$ cat config.mk
export PLATFORM = sky130hd
export DESIGN_NAME = mcbp_ctrl
export DESIGN_NICKNAME = d
export VERILOG_FILES = /design/src/rtl/mcbp_pkg.sv /design/src/rtl/mcbp_ctrl.sv
export SDC_FILE = /design/constraint.sdc
export NUM_CORES = 1
export LEC_CHECK = 0
export ABC_AREA = 1
export BUFFER_PORTS_ARGS = -buffer_cell sky130_fd_sc_hd__buf_2
export CAP_MARGIN = 20
export CORE_AREA = 3 3 40 42
export DETAILED_ROUTE_END_ITERATION = 16
export DIE_AREA = 0 0 43 45
export PLACE_DENSITY = 0.34
export RECOVER_POWER = 50
export SYNTH_ARGS = -nofsm -noshare
export SYNTH_HDL_FRONTEND = slang
export SYNTH_SLANG_ARGS = --single-unit
$ cat constraint.sdc
create_clock -name clk -period 0.8 [get_ports clk]
set_input_delay 0.04 -clock clk [delete_from_list [all_inputs] [get_ports clk]]
set_output_delay 0.04 -clock clk [all_outputs]
set_load 0.02 [all_outputs]
$ cat src/rtl/mcbp_pkg.sv
package mcbp_pkg;

    // default configuration
    localparam int DEF_NUM_PIPES  = 32;
    localparam int DEF_PIPE_DEPTH = 4096;

    // fixed field widths
    localparam int OP_W   = 2;
    localparam int ID_W   = 5;
    localparam int BYTE_W = 8;
    localparam int XFER_W = 13;
    localparam int STAT_W = 2;

    // per-request transfer count saturates here
    localparam int TRANSFER_CAP = 4096;

    typedef enum logic [OP_W-1:0] {
        OP_CREATE = 2'd0,
        OP_WRITE  = 2'd1,
        OP_READ   = 2'd2,
        OP_CLOSE  = 2'd3
    } op_t;

    typedef enum logic [STAT_W-1:0] {
        STATUS_OK   = 2'd0,
        STATUS_NONE = 2'd1,
        STATUS_STOP = 2'd2
    } status_t;

    // controller to datapath
    typedef struct packed {
        logic take;
        logic exec_rw;
        logic exec_scan;
        logic load_out;
    } cmd_t;

    // datapath to controller
    typedef struct packed {
        logic in_valid;
        logic is_create;
        logic scan_done;
        logic out_free;
    } stat_t;

endpackage

$ cat src/rtl/mcbp_ctrl.sv
module mcbp_ctrl (
    input  logic            clk,
    input  logic            rst_n,
    input  mcbp_pkg::stat_t st,
    output mcbp_pkg::cmd_t  cmd
);

    typedef enum logic [1:0] {
        S_IDLE,
        S_EXEC,
        S_RESULT
    } state_t;

    state_t state_reg;
    state_t state_next;

    // state register
    always_ff @(posedge clk or negedge rst_n)
    begin
        if (!rst_n)
        begin
            state_reg <= S_IDLE;
        end
        else
        begin
            state_reg <= state_next;
        end
    end

    // sequencing of one item
    always_comb
    begin
        cmd        = '0;
        state_next = state_reg;
        unique case (state_reg)
            S_IDLE:
            begin
                cmd.take = 1'b1;
                if (st.in_valid)
                begin
                    state_next = S_EXEC;
                end
            end
            S_EXEC:
            begin
                if (st.is_create)
                begin
                    cmd.exec_scan = 1'b1;
                    if (st.scan_done)
                    begin
                        state_next = S_RESULT;
                    end
                end
                else
                begin
                    cmd.exec_rw = 1'b1;
                    state_next  = S_RESULT;
                end
            end
            S_RESULT:
            begin
                if (st.out_free)
                begin
                    cmd.load_out = 1'b1;
                    state_next   = S_IDLE;
                end
            end
            default:
            begin
                state_next = S_IDLE;
            end
        endcase
    end

endmodule

## Yosys cells after proc, flatten, opt, wreduce, memory -nomap -nowiden

Index checks and enable logic that the tools add are counted.

| storage, ports and cells | value |
|---|---|
| register bits after elaboration | 2 |
| input port bits | 6 |
| output and inout port bits | 4 |
| logic and storage cells | 19 |

| operators by class | value |
|---|---|
| eq/ne operators | 5 |
| mux-type cells | 11 |
| reductions and logical operators | 2 |

Operators by type and width:

| cell | count |
|---|---|
| $mux W2 | 5 |
| $pmux W2 S3 | 1 |
| $mux W1 | 5 |
| $ne A2 B2 Y1 const B | 2 |
| $ne A3 B3 Y1 const B | 1 |
| $reduce_and A3 Y1 | 1 |
| $eq A2 B1 Y1 const B | 1 |
| $eq A2 B2 Y1 const B | 1 |
| $logic_not A2 Y1 | 1 |

## Logic depth before layout (Yosys ltp)

| logic depth | value |
|---|---|
| depth in word-level cells | 3 |
| depth in mapped cells | 5 |
| gate-level depth less buffers | 5 |

## Least setup slack after synthesis

No wires, ideal clock.

| path | value |
|---|---|
| path type | reg2out |
| start point | reg state_reg[1] |
| end point | out cmd[1] (netlist name) |
| data arrival time | 0.868 ns |
| slack | -0.108 ns |
| cell stages (with the launch flop) | 4 |
| buffers on the path | 0 |
| path through | dfrtp_1 > nor2_2 > inv_1 > nor2_1 |

RTL lines:

| what | line | source |
|---|---|---|
| from (decl) | mcbp_ctrl.sv:14 | `state_t state_reg;` |
| from (signal assigned) | mcbp_ctrl.sv:26 | `state_reg <= state_next;` |
| to (decl) | mcbp_ctrl.sv:5 | `output mcbp_pkg::cmd_t cmd` |

==> results.md <==
- The register with the most flip-flops in the layout has 2 of them.
- The final layout net count is 45.
- The design draws 1.126 mW.
- The effective utilization at floorplan is 11.00%.
- The count of clock tree sinks is 2.
- The count of different cell masters after synthesis is 9.
- The number of warning messages in the yosys log is 0.
- The floorplan die width is 43 um.
- The library cell with the largest summed area after synthesis is dfrtp_1.
- In the global route stage, met1 resource usage came out at 4.578%.
- The proportion of power drawn by combinational gates is 61.3%.
- The via count of the first global-routing pass is 184.
- Data arrives at the worst endpoint at 1.07 ns.
- The startpoint kind of the worst setup timing path is a flop.
- Net switching is ~40% of the power.
- The post-synthesis area per instance is 6.733 um2.
- The core region is 1285 um2.
- The part of the Yosys area used for sequential elements is 35.40%.
- In the finished design, the share of the clock period the worst path needs comes to 139.0%.
- The slew at the pin with the worst max-slew slack is 0.1936 ns.
- The internal power of the cells totals between 0.6 and 0.7 mW.
- CTS built an H-tree with a depth of 1.
- The row count is 13.
- The cell area after synthesis is 141.4 um2.
- 0 antenna diodes ended up in the layout.
- The top cell type by area accounts for 35.40% of the synthesized area.
- The clock tree from TritonCTS is yes.
- Clock-pin slew was measured on the worst setup and hold paths at around 0.030 ns.
- The number of maximum-capacitance violations is 0.
- Wires add up to a little under 400 um.
- The relative max-transition margin is 87.05%.
- The worst clock skew is 0.003035 ns.
- After detailed routing, the number of remaining DRC violations is 0.
- Measured along the y axis, the die boundary spans 45 um.
- The clock latency at the later pin of the worst-skew pair is roughly 0.22 ns.
- The global routing met2 resource utilization is 7.485%.
- The worst-case setup slack after placement is -0.1050 ns.
- The number of cells in the design after placement is 46.
- During placement, the flow inserted port buffers numbering 9.
- After Yosys synthesis, XOR and XNOR cells account for 0% of the synthesized area.
- The core utilization of the finished layout is 24.73%.
- Setup repair after global routing could not meet its margin everywhere.
- After synthesis, the share of cell area in mux cells is 0%.
- The number of non-filler instances in the completed layout is 52.
- Summing the areas of all and, or, nand and nor instances in the mapped netlist gives 40.71% of the synthesized area.
- The maximum fanout encountered on the critical timing path is 4.
- The global routing stage identified its most utilized layer as met2.
- The synthesis-to-layout area growth is 124.8%.
- The count of nets left with antenna violations after detail routing is 0.
- Global routing consumed, on the met3 layer, 2.789% of the routing resources.
- The final critical-path required period is 1.112 ns.
- The clock power share is 19.9%.
- The synthesized netlist devotes 7.965% of its cell area to compound gates.
- By area, the combinational part of the netlist is dominated by simple AND/OR/NAND/NOR gates.
- The adder-cell share of the synthesized area is 0%.
- The tree is rooted in a clkbuf_4.
- Counting every instance in the synthesized netlist gives 21.
- The number of antenna violations at the first check in global routing is 0.
- Entering global routing, the biggest net connects 5 pins.
- Using the TritonRoute via totals, the vias-per-cell ratio works out to 3.288.
- Yosys attributes the largest share of cell area to dfrtp_1, nand2_1, nor2_1.
- In the final layout, the share of cells above drive strength 1 is 70.27%.
- After synthesis the netlist holds a flip-flop and latch count of 2.
- The max-slew violation total from the final report is 0.
- Sequential cells burn 18.7% of the power.
- The number of top-level pins is 10.
- Detailed placement ended at an HPWL of 281.8 um.
- The clock passes through at most 2 buffers.
- The category of the worst setup path capture point is a primary output.
- The global-route wire length before repair is 690 um.
- After detailed routing, the average wire length per cell comes to 7.519 um.
- The first-iteration detailed-routing DRC count is 0.
- Buffers inserted during clock tree synthesis total 3.
- The leakage power of the design is 0.1720 nW.
- The flow ran to the end, but the final reports show violations.
- The final weighted congestion in routability-driven placement is 0.6467.
- The number of nets handed over by synthesis was 27.
- The worst endpoint required time is 0.76 ns.
- The maximum vdd drop is 0.9991 mV.
- The total of endpoints with negative setup slack in the final report is 6.
- After global routing the overflow that remains totals 0.
- The worst hold path belongs to the class in -> reg.
- The checks that failed: negative setup slack.
- The reported net switching power is 0.4519 mW.
- The overall die area is 1935 um2.
- The count of endpoints failing hold in the final timing report is 0.
- The via total after detailed routing is 171.
- The total global routing track utilization is roughly 5.2%.
- The total power divided by cell area is ~3500 nW/um2.
- The fmax is 899.0 MHz.
- The number of detailed-routing iterations run before antenna repair is 1.
- The critical path is of the reg -> out type.
- The least setup slack across all paths after layout is -0.3123 ns.
[worst max-delay path, stage by stage, from the launching register on]
cell	delay, ns
dfrtp_2	0.43
nor2_4	0.14
inv_4	0.06
nor2_4	0.10
buf_6	0.11
[synthesized netlist by cell type]
library cell,n
and3_2,1
o21bai_2,1
inv_1,3
dfrtp_1,2
nor2_2,2
buf_4,1
nor2_1,4
nand2_1,6
inv_2,1
[area by class of cell]
cell class	count	area (um2)
Fill cell	151	967.2
Clock buffer	3	22.52
Tap cell	15	18.77
Timing Repair Buffer	14	108.9
Sequential cell	2	51.30
Multi-Input combinational cell	14	98.84
Inverter	4	17.52
[logic make-up after synthesis]
group,after synthesis
buffers and inverters,5
AOI/OAI and AO/OA,1
and+or+nand+nor,13
DFF,2
[power by group through the flow]
stage / Sequential [mW] / Combinational (mW) / Clock, mW
6_report: 0.211 / 0.690 / 0.224
5_1_grt: 0.223 / 0.753 / 0.246
4_1_cts: 0.207 / 0.595 / 0.243
3_5_place_dp: 0.199 / 0.447 / 0
3_3_place_gp: 0.202 / 0.451 / 0
2_1_floorplan: 0.189 / 0.334 / 0
[what timing repair did]
action | 4_1_cts | 5_1_grt
buffers inserted | 1 | 2
pin swaps | 0 | 2
hold endpoints to repair | 2 | 0
hold buffers | 1 | 0
setup endpoints to repair | 6 | 6
gates resized for setup | 9 | 8
[metal layers]
metal,part of all wire [%],vias to the layer above
met3,14,0
met2,40,10
met5,0,-
met1,46,68
met4,0,0
li1,-,93
[placed cells by master (no fill, tap or decap)]
master / netlist / layout
nand2_1: 6 / 4
buf_2: 0 / 4
buf_6: 0 / 4
buf_4: 1 / 4
nor2_4: 0 / 3
clkbuf_4: 0 / 3
inv_1: 3 / 2
nor2_1: 4 / 2
inv_2: 1 / 1
inv_4: 0 / 1
and3_2: 1 / 1
nor2_2: 2 / 1
nand2_4: 0 / 1
nand2_2: 0 / 1
o21bai_2: 1 / 1
dlygate4sd3_1: 0 / 1
clkbuf_1: 0 / 1
dfrtp_1: 2 / 1
dfrtp_2: 0 / 1
[stage by stage]
stage          cell area [um2]  hold WS, ns  TNS (ns)
2_1_floorplan            146.4      -0.2556  -0.04804
3_3_place_gp             217.7      -0.1721   -0.3683
3_5_place_dp             217.7      -0.1725   -0.3434
4_1_cts                  284.0      0.02297    -1.405
5_1_grt                  317.8      0.06099    -1.703
6_report                 317.8      0.03184    -1.419
[path summary, 6_finish.rpt]
kind                                          start                        to  slack (ns)  depth (start not counted)
hold reg to reg            state_reg[1]$_DFFE_PN0P_  state_reg[1]$_DFFE_PN0P_        0.65                          3
hold / removal                                st[3]  state_reg[0]$_DFFE_PN0P_        0.03                          3
setup / recovery           state_reg[1]$_DFFE_PN0P_                    cmd[1]       -0.31                          4
max in group asynchronous                     rst_n  state_reg[1]$_DFFE_PN0P_        0.53                          2
min in group asynchronous                     rst_n  state_reg[1]$_DFFE_PN0P_        0.13                          2
setup reg to reg           state_reg[1]$_DFFE_PN0P_  state_reg[1]$_DFFE_PN0P_       -0.18                          5
Note: power is estimated with default switching activity, not from simulation.
